File: src/rtl/lesf_pkg.sv
// ----------------------------------------------------------------------------
// lesf_pkg
// Shared widths, register indexes and the obstacle reset value for the largest
// empty square finder.
// ----------------------------------------------------------------------------
package lesf_pkg;

	localparam int BYTE_W     = 8;
	localparam int SIZE_W     = 13;
	localparam int POS_W      = 12;
	localparam int CFG_IDX_W  = 2;
	localparam int CFG_DATA_W = 13;

	// configuration register indexes
	localparam logic [CFG_IDX_W-1:0] REG_NUM_ROWS  = 2'd0;
	localparam logic [CFG_IDX_W-1:0] REG_NUM_COLS  = 2'd1;
	localparam logic [CFG_IDX_W-1:0] REG_OBSTACLE  = 2'd2;

	localparam logic [BYTE_W-1:0] OBSTACLE_RESET = 8'd111;

endpackage

File: src/rtl/lesf_cfg_regs.sv
// ----------------------------------------------------------------------------
// lesf_cfg_regs
// Configuration registers; map dimensions are clamped into range on write.
// ----------------------------------------------------------------------------
module lesf_cfg_regs import lesf_pkg::*; #(
	parameter int MAX_ROWS = 4096,
	parameter int MAX_COLS = 4096,
	localparam int RLW = $clog2(MAX_ROWS + 1),
	localparam int CLW = $clog2(MAX_COLS + 1)
) (
	input  logic                  clk,
	input  logic                  arst_n,
	input  logic                  wr_en,
	input  logic [CFG_IDX_W-1:0]  wr_index,
	input  logic [CFG_DATA_W-1:0] wr_data,
	output logic [RLW-1:0]        rows,
	output logic [CLW-1:0]        cols,
	output logic [BYTE_W-1:0]     obstacle
);

	logic [RLW-1:0]    rows_q;
	logic [CLW-1:0]    cols_q;
	logic [BYTE_W-1:0] obstacle_q;
	logic [RLW-1:0]    rows_clamp;
	logic [CLW-1:0]    cols_clamp;

	// zero acts as one, anything above the limit saturates
	always_comb begin
		priority if (wr_data == '0) begin
			rows_clamp = RLW'(1);
		end else if (32'(wr_data) > 32'(MAX_ROWS)) begin
			rows_clamp = RLW'(MAX_ROWS);
		end else begin
			rows_clamp = RLW'(wr_data);
		end
		priority if (wr_data == '0) begin
			cols_clamp = CLW'(1);
		end else if (32'(wr_data) > 32'(MAX_COLS)) begin
			cols_clamp = CLW'(MAX_COLS);
		end else begin
			cols_clamp = CLW'(wr_data);
		end
	end

	always_ff @(posedge clk or negedge arst_n) begin
		if (!arst_n) begin
			rows_q     <= RLW'(1);
			cols_q     <= CLW'(1);
			obstacle_q <= OBSTACLE_RESET;
		end else if (wr_en) begin
			unique case (wr_index)
				REG_NUM_ROWS: rows_q     <= rows_clamp;
				REG_NUM_COLS: cols_q     <= cols_clamp;
				REG_OBSTACLE: obstacle_q <= wr_data[BYTE_W-1:0];
				default: begin
					// index beyond the register list: drop
				end
			endcase
		end
	end

	assign rows     = rows_q;
	assign cols     = cols_q;
	assign obstacle = obstacle_q;

endmodule

File: config.mk
export PLATFORM = sky130hd
export DESIGN_NAME = lesf_cfg_regs
export DESIGN_NICKNAME = d
export VERILOG_FILES = /design/src/rtl/lesf_pkg.sv /design/src/rtl/lesf_cfg_regs.sv
export SDC_FILE = /design/constraint.sdc
export NUM_CORES = 1
export LEC_CHECK = 0
export ABC_AREA = 1
export BUFFER_PORTS_ARGS = -buffer_cell sky130_fd_sc_hd__buf_2
export CORE_MARGIN = 2
export CORE_UTILIZATION = 48
export CTS_CLUSTER_SIZE = 14
export DETAILED_ROUTE_END_ITERATION = 12
export GPL_TIMING_DRIVEN = 0
export PLACE_DENSITY = 0.8
export SLEW_MARGIN = 10
export SYNTH_ARGS = -nofsm -noshare
export SYNTH_HDL_FRONTEND = slang
export SYNTH_SLANG_ARGS = --single-unit
File: constraint.sdc
create_clock -name clk -period 1.26 [get_ports clk]
set_clock_uncertainty 0.2 [all_clocks]
set_input_delay 0.126 -clock clk [delete_from_list [all_inputs] [get_ports clk]]
set_output_delay 0.126 -clock clk [all_outputs]
set_load 0.02 [all_outputs]
==> results of run 1 <==
==> final timing paths <==
path                              from           to  slack (ns)  cells after the start
max                        obstacle[2]  obstacle[2]       -0.07                      1
min reg2reg                    rows[0]      rows[0]        0.28                      2
max in group asynchronous       arst_n      cols[5]        0.22                      2
max reg2reg                obstacle[0]  obstacle[0]        0.21                      3
min                        wr_index[0]      rows[0]       -0.07                      4
min in group asynchronous       arst_n     cols[12]        0.18                      2
==> where the power goes <==
group / total, mW / switching, mW / internal, mW / leakage, nW
Sequential: 1.37 / 0.0923 / 1.28 / 0.421
Combinational: 0.769 / 0.441 / 0.328 / 0.627
Clock: 0.634 / 0.364 / 0.270 / 0.0353
==> kinds of logic (layout without fill, tap and decap cells) <==
group | Yosys count | after routing | synth area share (%)
and+or+nand+nor | 90 | 90 | 27.1
buffers and inverters | 11 | 87 | 4.01
DFF | 34 | 34 | 60.0
AOI/OAI and AO/OA | 9 | 9 | 3.40
muxes | 7 | 7 | 5.49
==> registers in the layout, indices dropped and copies added (netlist names) <==
name / flops
obstacle: 8
cols: 13
rows: 13
==> worst min-delay path: cells and delay by family <==
family                 cells  cell delay [ns]
buffers and inverters      1             0.12
AND/OR/NAND/NOR            3             0.23
==> placed cells by master (no fill, tap or decap), types with 2 or more instances in the layout <==
cell type	instances
buf_2	43
buf_4	3
buf_6	11
clkbuf_4	5
dfrtp_1	26
dfstp_2	8
dlygate4sd3_1	14
inv_1	5
inv_2	3
mux2_2	7
nand2_1	61
nand3_1	14
nor2_1	11
nor3_4	2
o21ai_0	7
==> cell type report <==
class	instances	area (um2)
clock inverter	1	5.00
buffer	3	27.5
timing repair buffer	68	474
fill	230	797
clock buffer	7	55.1
inverter	8	30.0
sequential	34	861
multi-input combinational	106	517
tap	31	38.8
==> repair_timing <==
| item | in CTS | in global routing |
|---|---|---|
| buffers inserted | 1 | 2 |
| hold endpoints to repair | 60 | 9 |
| endpoints found under the setup margin | 8 | 10 |
| resized for setup | 16 | 2 |
==> routing by layer <==
layer | track usage [%] | vias to the layer above | wire length (um)
li1 | - | 633 | -
met3 | 7.03 | 5 | 251
met4 | 7.47 | 0 | 40
met1 | 28.9 | 629 | 1580
met5 | 0 | - | 0
met2 | 40.9 | 52 | 1870
==> metrics by stage <==
| stage | setup slack, ns | instances | power [mW] | TNS (ns) | util, % |
|---|---|---|---|---|---|
| 3_5_place_dp | -0.262 | 233 | 2.03 | -4.96 | 61.6 |
| 4_1_cts | -0.0770 | 256 | 2.75 | -0.566 | 70.8 |
| 3_3_place_gp | -0.211 | 233 | 2.00 | -4.06 | 61.6 |
| 5_1_grt | -0.108 | 258 | 2.89 | -0.792 | 71.6 |
| 2_1_floorplan | 0.126 | 151 | 1.76 | 0 | - |
| 6_report | -0.0738 | 258 | 2.77 | -0.516 | 71.6 |
==> metrics.md, run 1 <==
| Metric | Value |
|---|---|
| Maximum clock path buffer count | 2 |
| Residual DRC | 4 |
| Final nets | 244 |
| DR vias | 1319 |
| Post-route clock period utilization | 106% |
| First-pass GRT wire length | 6.02 mm |
| Max Cap Viol | 0 |
| Sequential area share after synthesis | 60.0% |
| Number of synthesized flops with an enable pin | 0 |
| DR WL/cell | 14.5 um |
| Post-synth top cells | nand2_1, dfrtp_1, nand3_1 |
| Status | complete, but fails checks |
| CTS Buf Count | 5 |
| Slowest stage cell, crit path | dfstp_2 |
| Largest net degree at the start of global routing | 35 |
| H-Tree Depth | 2 |
| Latest clock arrival within the worst-skew pair | 0.33 ns |
| Hold Crit Class | in -> reg |
| DRT iter0 DRCs | 66 |
| Die height | 58.7 um |
| Worst Path Buf+Inv | 1 |
| Core ar. | 2810 um2 |
| GRT Total Usage | 23.8% |
| Top-area cell type share of the netlist area | 45.3% |
| WHS | -0.0724 ns |
| Port buffer count | 51 |
| Final Instance Area | 2010 um2 |
| Die width | 58.7 um |
| Final setup fails | 8 |
| Leak | 1.08 nW |
| Vias in the first global route | 1314 |
| Dpl cell area | 1730 um2 |
| Mapped Area | 1440 um2 |
| DR vias/cell | 5.11 |
| Startpoint Class | flip-flop |
| Crit path largest cell delay | 0.56 ns |
| CTS tree | done |
| Diodes inserted | 0 |
| Pins over their slew limit | 0 |
| Hold Vio Cnt, Final | 12 |
| Crit path required time | 0.93 ns |
| Crit path DAT | 1.01 ns |
| Row cnt | 19 |
| Post-synthesis async set-or-reset flop share | 100% |
| FMAX | 0.750 GHz |
| Final wirelength | 3.74 mm |
| Final Critical Period | 1.33 ns |
| Synth Flop Type | dfrtp_1 |
| Critical path cell sequence | buf_6 |
| Initial Util | 51.2% |
| DP HPWL | 2.41 mm |
| Setup CP Type | reg -> out |
| Layout cells sized above 1 | 37.9% |
| RSZ-0062 raised after global routing | yes |
| Failing checks | design-rule violations, negative hold slack, negative setup slack |
| Die area | 3440 um2 |
| Pwr dens | 1380 nW/um2 |
| Clk slew on worst S/H paths | 0.10 ns |
| Cell with the most instances after synthesis | nand2_1 |
| Largest cells by area after synthesis | dfrtp_1, nand2_1, dfstp_2 |
| Yosys cell types | 16 |
| Synthesis warning total | 0 |
| Area Growth Syn to Fin | 39.9% |
| Worst vdd ir | 975 uV |
| I/O pin count | 52 |
| CP Max Fanout | 2 |
| Setup ws final | -0.0738 ns |
| Syn nets | 169 |
| Syn avg cell area | 9.50 um2 |
| Yosys reg bits | 34 |
| Worst-margin pin slew | 0.734 ns |
| Total grt overflow | 0 |
| CTS root buf | clkbuf_4 |
| Synth area leader | dfrtp_1 |
| Worst Setup End Kind | output port |
| Placer congestion estimate | 0.753 |
| Initial antenna violation count | 0 |
| Slew HR | 51.1% |
| Hold Buf Count CTS | 14 |
| CP top delay family | flip-flops |
| First drt pass iteration count | 8 |
| Antenna viol nets, final | 0 |
| Clk sinks | 34 |
| Cell count after synthesis | 151 |
Note: power is estimated with default switching activity, not from simulation.
==> inputs of run 2 (changes only) <==
Settings changed: CORE_UTILIZATION 48 to 50, CTS_BUF_LIST set to sky130_fd_sc_hd__clkbuf_4, CTS_CLUSTER_SIZE 14 to 24, PLACE_DENSITY 0.8 to 0.83.
==> metrics.md, run 2 (synthesis results as in run 1) <==
| Metric | Value |
|---|---|
| Setup TNS | -0.583 ns (-0.0671 ns) |
| Layout cells sized above 1 | 38.8% (+0.88 points) |
| Failing checks | negative hold slack, negative setup slack |
| Post-route clock period utilization | 107% (+0.83 points) |
| First drt pass iteration count | 4 (-4) |
| Die area | 3310 um2 (-3.7%) |
| Crit path largest cell delay | 0.56 ns (about the same) |
| Hold Crit Class | in -> reg |
| Internal power | 1.92 mW (+2.3%) |
| DRT iter0 DRCs | 27 (-59%) |
| Port buffer count | 51 (unchanged) |
| Maximum clock path buffer count | 2 (unchanged) |
| Pwr dens | 1380 nW/um2 (-0.18%) |
| Worst vdd ir | 1350 uV (+39%) |
| Crit path required time | 0.93 ns (about the same) |
| DP HPWL | 2.31 mm (-4.0%) |
| Total grt overflow | 0 (unchanged) |
| Worst-margin pin slew | 0.734 ns (+0.000354 ns) |
| Clock group share of total power | 23.0% (about the same) |
| FMAX | 0.744 GHz (-0.77%) |
| NetSw | 0.900 mW (+0.26%) |
| RSZ-0062 raised after global routing | yes |
| Crit path DAT | 1.02 ns (about the same) |
| CTS tree | done |
| Die height | 57.6 um (-1.9%) |
| Placer congestion estimate | 0.761 (+1.1%) |
| WHS | -0.0812 ns (-0.00880 ns) |
| DR vias/cell | 5.04 (-1.4%) |
| I/O pin count | 52 (unchanged) |
| CP Max Fanout | 2 (unchanged) |
| Startpoint Class | flip-flop |
| Worst Path Buf+Inv | 1 (unchanged) |
| M2 GR Usage | 39.0% (-2.0 points) |
| DR vias | 1300 (-1.4%) |
| Vias in the first global route | 1381 (+5.1%) |
| H-Tree Depth | 2 (unchanged) |
| Initial antenna violation count | 0 (unchanged) |
| Area Growth Syn to Fin | 42.5% |
| Row cnt | 19 (unchanged) |
| Final wirelength | 3.69 mm (-1.2%) |
| Slowest stage cell, crit path | dfstp_2 |
| Max Cap Viol | 0 (unchanged) |
| Core ar. | 2730 um2 (-2.5%) |
| Residual DRC | 0 (-4) |
| Final Critical Period | 1.34 ns (+0.0104 ns) |
| GRT Total Usage | 24.3% (+0.52 points) |
| Hold Vio Cnt, Final | 15 (+3) |
| CTS Buf Count | 5 (unchanged) |
| Hold Buf Count CTS | 14 (unchanged) |
| Leak | 1.09 nW (+0.96%) |
| CTS root buf | clkbuf_4 |
| Largest net degree at the start of global routing | 35 (unchanged) |
| Combinational power share | 28.1% (+0.4 points) |
| Worst Setup End Kind | output port |
| Setup CP Type | reg -> out |
| Clk slew on worst S/H paths | 0.10 ns (about the same) |
| Final nets | 244 (unchanged) |
| Fillers | 197 (-14%) |
| Sw Ratio | 31.9% (-0.44 points) |
| Initial Util | 52.5% (+1.3 points) |
| CP top delay family | flip-flops |
| Latest clock arrival within the worst-skew pair | 0.34 ns (about the same) |
| Pins over their slew limit | 0 (unchanged) |
| Final Core Density | 74.8% (+3.2 points) |
| Clk sinks | 34 (unchanged) |
| Diodes inserted | 0 (unchanged) |
| Met3 Track Usage GR | 6.12% (-0.91 points) |
| Met1 usage | 30.2% (+1.3 points) |
| DR WL/cell | 14.3 um (-1.2%) |
| Commonest non-fill, non-tap cell in the layout | nand2_1 |
| Slew HR | 51.1% (about the same) |
| Final setup fails | 8 (unchanged) |
| Most frequent cells in the layout | nand2_1, buf_2, dfrtp_1 |
| Busiest layer in global routing | met2 |
| Status | complete, but fails checks |
| Die width | 57.6 um (-1.9%) |
| Critical path cell sequence | buf_6 |
| First-pass GRT wire length | 6.00 mm (-0.45%) |
| Setup ws final | -0.0842 ns (-0.0104 ns) |
| Reg power frac | 48.9% (-0.5 points) |
| Antenna viol nets, final | 0 (unchanged) |
==> run 2: changes by cell type in the layout (fill, tap and decap cells not counted), sizes merged <==
cell,change
clkinv,-1
clkbuf,+1
==> run 2: cell type report <==
cell class | count | area [um2] | share of cell area, %
Sequential cell | 34 | 861 | 42.1
Multi-Input combinational cell | 106 | 519 | 25.4
Timing Repair Buffer | 68 | 505 | 24.7
Clock buffer | 8 | 60.1 | 2.94
Tap cell | 31 | 38.8 | 1.90
Buffer | 3 | 30.0 | 1.47
Inverter | 8 | 30.0 | 1.47
==> run 2: path summary, 6_finish.rpt <==
path                       cells past startpoint         from           to  slack [ns]
setup / recovery                               1      rows[0]      rows[0]       -0.08
hold reg to reg                                2      rows[8]      rows[8]        0.29
setup reg to reg                               1  obstacle[4]  obstacle[4]        0.27
min in group asynchronous                      2       arst_n      rows[9]        0.17
max in group asynchronous                      2       arst_n      cols[1]        0.22
hold / removal                                 4  wr_index[0]      rows[0]       -0.08
==> run 2: what timing repair did <==
item | CTS | global route
buffers inserted | 0 | 3
setup endpoints to repair | 8 | 27
hold endpoints to repair | 60 | 12
pin swaps | 0 | 0
resized for setup | 16 | 15
==> run 2: metrics by stage <==
step / hold WS, ns / instance area (um2) / setup WS, ns / instances / power (mW)
2_1_floorplan: -0.370 / 1440 / 0.126 / 151 / 1.76
3_3_place_gp: 0.0256 / 1730 / -0.214 / 233 / 2.01
3_5_place_dp: 0.0281 / 1730 / -0.249 / 233 / 2.02
4_1_cts: -0.0935 / 1980 / -0.0982 / 255 / 2.77
5_1_grt: -0.0558 / 2040 / -0.120 / 258 / 2.95
6_report: -0.0812 / 2040 / -0.0842 / 258 / 2.82
==> run 2: per-layer routing <==
| layer | share of wire (%) | wire length (um) |
|---|---|---|
| met1 | 43 | 1580 |
| met2 | 50 | 1850 |
| met3 | 6.0 | 222 |
| met4 | 0.98 | 36 |
| met5 | 0 | 0 |
==> run 2: power groups by stage <==
| stage | clock [mW] | combinational, mW | sequential [mW] |
|---|---|---|---|
| after floorplan | 0 | 0.183 | 1.58 |
| after global placement | 0 | 0.635 | 1.37 |
| after detailed placement | 0 | 0.650 | 1.37 |
| after CTS | 0.661 | 0.740 | 1.37 |
| after global routing | 0.699 | 0.852 | 1.40 |
| final | 0.649 | 0.792 | 1.38 |
==> inputs of run 3 (changes only) <==
Settings changed: CORE_UTILIZATION 50 to 30, PLACE_DENSITY 0.83 to 0.57.
Clock period 1.26 ns to 1.1 ns, I/O delays scaled along.
==> metrics.md, run 3 (synthesis results as in run 1) <==
| Metric | Value |
|---|---|
| Final Instance Area | 2270 um2 (+11%) |
| Total grt overflow | 0 (unchanged) |
| Met1 usage | 21.4% (-8.9 points) |
| Multi-input logic area | 524 um2 (+0.96%) |
| H-Tree Depth | 2 (unchanged) |
| Met3 Track Usage GR | 4.42% (-1.7 points) |
| First drt pass iteration count | 7 (+3) |
| Clock group share of total power | 19.7% (-3.3 points) |
| Max Cap Viol | 0 (unchanged) |
| Worst Path Buf+Inv | 1 (unchanged) |
| Leak | 1.17 nW (+7.2%) |
| Core ar. | 4660 um2 (+70%) |
| Pwr dens | 1470 nW/um2 (+6.4%) |
| Hold Crit Class | in -> async |
| Final Critical Period | 1.30 ns |
| First-pass GRT wire length | 6.31 mm (+5.2%) |
| Status | complete, but fails checks |
| Hold Vio Cnt, Final | 34 (+19) |
| NetSw | 1.04 mW (+16%) |
| I/O pin count | 52 (unchanged) |
| FMAX | 0.767 GHz |
| Largest net degree at the start of global routing | 35 (unchanged) |
| Final std cells w/o fill | 290 (+12%) |
| Dpl cell area | 1760 um2 (+1.8%) |
| Final setup fails | 34 (+26) |
| Maximum clock path buffer count | 2 (unchanged) |
| CTS root buf | clkbuf_4 |
| Die width | 73.2 um (+27%) |
| Area Growth Syn to Fin | 58.2% |
| Clk sinks | 34 (unchanged) |
| Total chip power | 3.33 mW (+18%) |
| Hold Buf Count CTS | 13 (-1) |
| CP Max Fanout | 2 (unchanged) |
| Busiest layer in global routing | met2 |
| Failing checks | negative hold slack, negative setup slack |
| Port buffer count | 51 (unchanged) |
| CTS tree | done |
| Internal power | 2.29 mW (+19%) |
| Slowest stage cell, crit path | dfstp_2 |
| Reg power frac | 47.8% (-1.1 points) |
| DP HPWL | 2.50 mm (+7.9%) |
| Worst-margin pin slew | 0.767 ns (+0.0335 ns) |
| Latest clock arrival within the worst-skew pair | 0.33 ns (about the same) |
| DRT iter0 DRCs | 57 (+110%) |
| Cell Count Post-Placement | 256 (+9.9%) |
| Crit path largest cell delay | 0.55 ns (about the same) |
| Initial antenna violation count | 0 (unchanged) |
| Fillers | 464 (+140%) |
| Startpoint Class | flip-flop |
| Final wirelength | 3.82 mm (+3.4%) |
| Setup CP Type | reg -> out |
| Sw Ratio | 31.2% (-0.73 points) |
| Most frequent cells in the layout | nand2_1, buf_6, dfrtp_1 |
| Worst Setup End Kind | output port |
| Crit path DAT | 0.99 ns (-0.03 ns) |
| Clk slew on worst S/H paths | 0.11 ns (about the same) |
| GRT Total Usage | 15.8% (-8.6 points) |
| Setup ws final | -0.203 ns (-0.119 ns) |
| Row cnt | 25 (+6) |
| Crit path required time | 0.79 ns (-0.14 ns) |
| Commonest non-fill, non-tap cell in the layout | nand2_1 |
| Die area | 5350 um2 (+61%) |
| Critical path cell sequence | buf_6 |
| Placer congestion estimate | 0.700 (-8.0%) |
| Die height | 73.2 um (+27%) |
| Layout cells sized above 1 | 42.4% (+3.6 points) |
| Final nets | 254 (+4.1%) |
| Post-route clock period utilization | 118% |
| DR vias | 1315 (+1.2%) |
| Vias in the first global route | 1310 (-5.1%) |
| M2 GR Usage | 24.4% (-15 points) |
| Antenna viol nets, final | 0 (unchanged) |
| CP top delay family | flip-flops |
| Initial Util | 30.8% (-22 points) |
| Worst vdd ir | 873 uV (-35%) |
| CTS Buf Count | 5 (unchanged) |
| Pins over their slew limit | 0 (unchanged) |
| Residual DRC | 0 (unchanged) |
| DR vias/cell | 4.53 (-10%) |
| WHS | -0.359 ns (-0.278 ns) |
| RSZ-0062 raised after global routing | yes |
| Sequential Area | 861 um2 (unchanged) |
| Slew HR | 48.8% (-2.2 points) |
| Diodes inserted | 0 (unchanged) |
| DR WL/cell | 13.2 um (-8.0%) |
| Combinational power share | 32.5% (+4.4 points) |
==> run 3: cell types whose count changed in the layout (fill, tap and decap cells not counted) <==
cell | previous run | this run
buf_6 | 16 | 37
dlygate4sd3_1 | 14 | 12
nor2_2 | 0 | 2
clkbuf_4 | 8 | 6
buf_2 | 37 | 17
dlymetal6s4s_1 | 0 | 1
nor2_1 | 11 | 9
o21ai_0 | 7 | 6
buf_4 | 4 | 14
inv_2 | 3 | 4
o21ai_1 | 1 | 2
inv_1 | 5 | 4
clkinv_1 | 0 | 1
==> run 3: final timing paths <==
path | cells after the start | slack [ns] | endpoint | start
hold reg to reg | 2 | 0.28 | cols[0] | cols[0]
setup / recovery | 1 | -0.20 | rows[0] | rows[0]
hold / removal | 1 | -0.36 | cols[12] | arst_n
max in group asynchronous | 1 | 0.57 | rows[6] | arst_n
setup reg to reg | 3 | 0.13 | cols[12] | cols[12]
min in group clk | 4 | -0.05 | rows[2] | wr_data[12]
==> run 3: power groups by stage <==
| stage | Clock (mW) | Sequential, mW | Combinational (mW) |
|---|---|---|---|
| 2_1_floorplan | 0 | 1.80 | 0.210 |
| 3_3_place_gp | 0 | 1.57 | 0.744 |
| 3_5_place_dp | 0 | 1.57 | 0.752 |
| 4_1_cts | 0.685 | 1.59 | 1.08 |
| 5_1_grt | 0.746 | 1.61 | 1.17 |
| 6_report | 0.656 | 1.59 | 1.08 |
==> run 3: repair_timing <==
action / CTS / global route
pin swaps: 2 / 0
cloned: 0 / 0
resized for setup: 68 / 7
hold endpoints to repair: 60 / 31
setup endpoints to repair: 53 / 51
setup buffers: 12 / 2
==> run 3: layout make-up <==
class	count	share of cell area, %
flip-flops and latches	34	37.9
repair buffers	78	31.1
multi-input cells	106	23.1
well taps	54	2.98
clock buffers	6	1.98
plain buffers	3	1.49
inverters	8	1.32
clock inverters	1	0.165
==> run 3: per-stage QoR <==
stage	setup slack, ns	hold WS [ns]	TNS [ns]	utilization (%)
4_1_cts	-0.226	-0.335	-4.38	48.1
2_1_floorplan	-0.0177	-0.386	-0.250	-
5_1_grt	-0.250	-0.315	-5.11	48.7
6_report	-0.203	-0.359	-3.59	48.7
3_3_place_gp	-0.439	0.0365	-10.55	37.8
3_5_place_dp	-0.448	0.0381	-10.70	37.8
==> run 3: per-layer routing <==
metal | wire length [um] | up-vias
li1 | - | 652
met1 | 1770 | 620
met2 | 1810 | 36
met3 | 187 | 7
met4 | 53 | 0
met5 | 0 | -
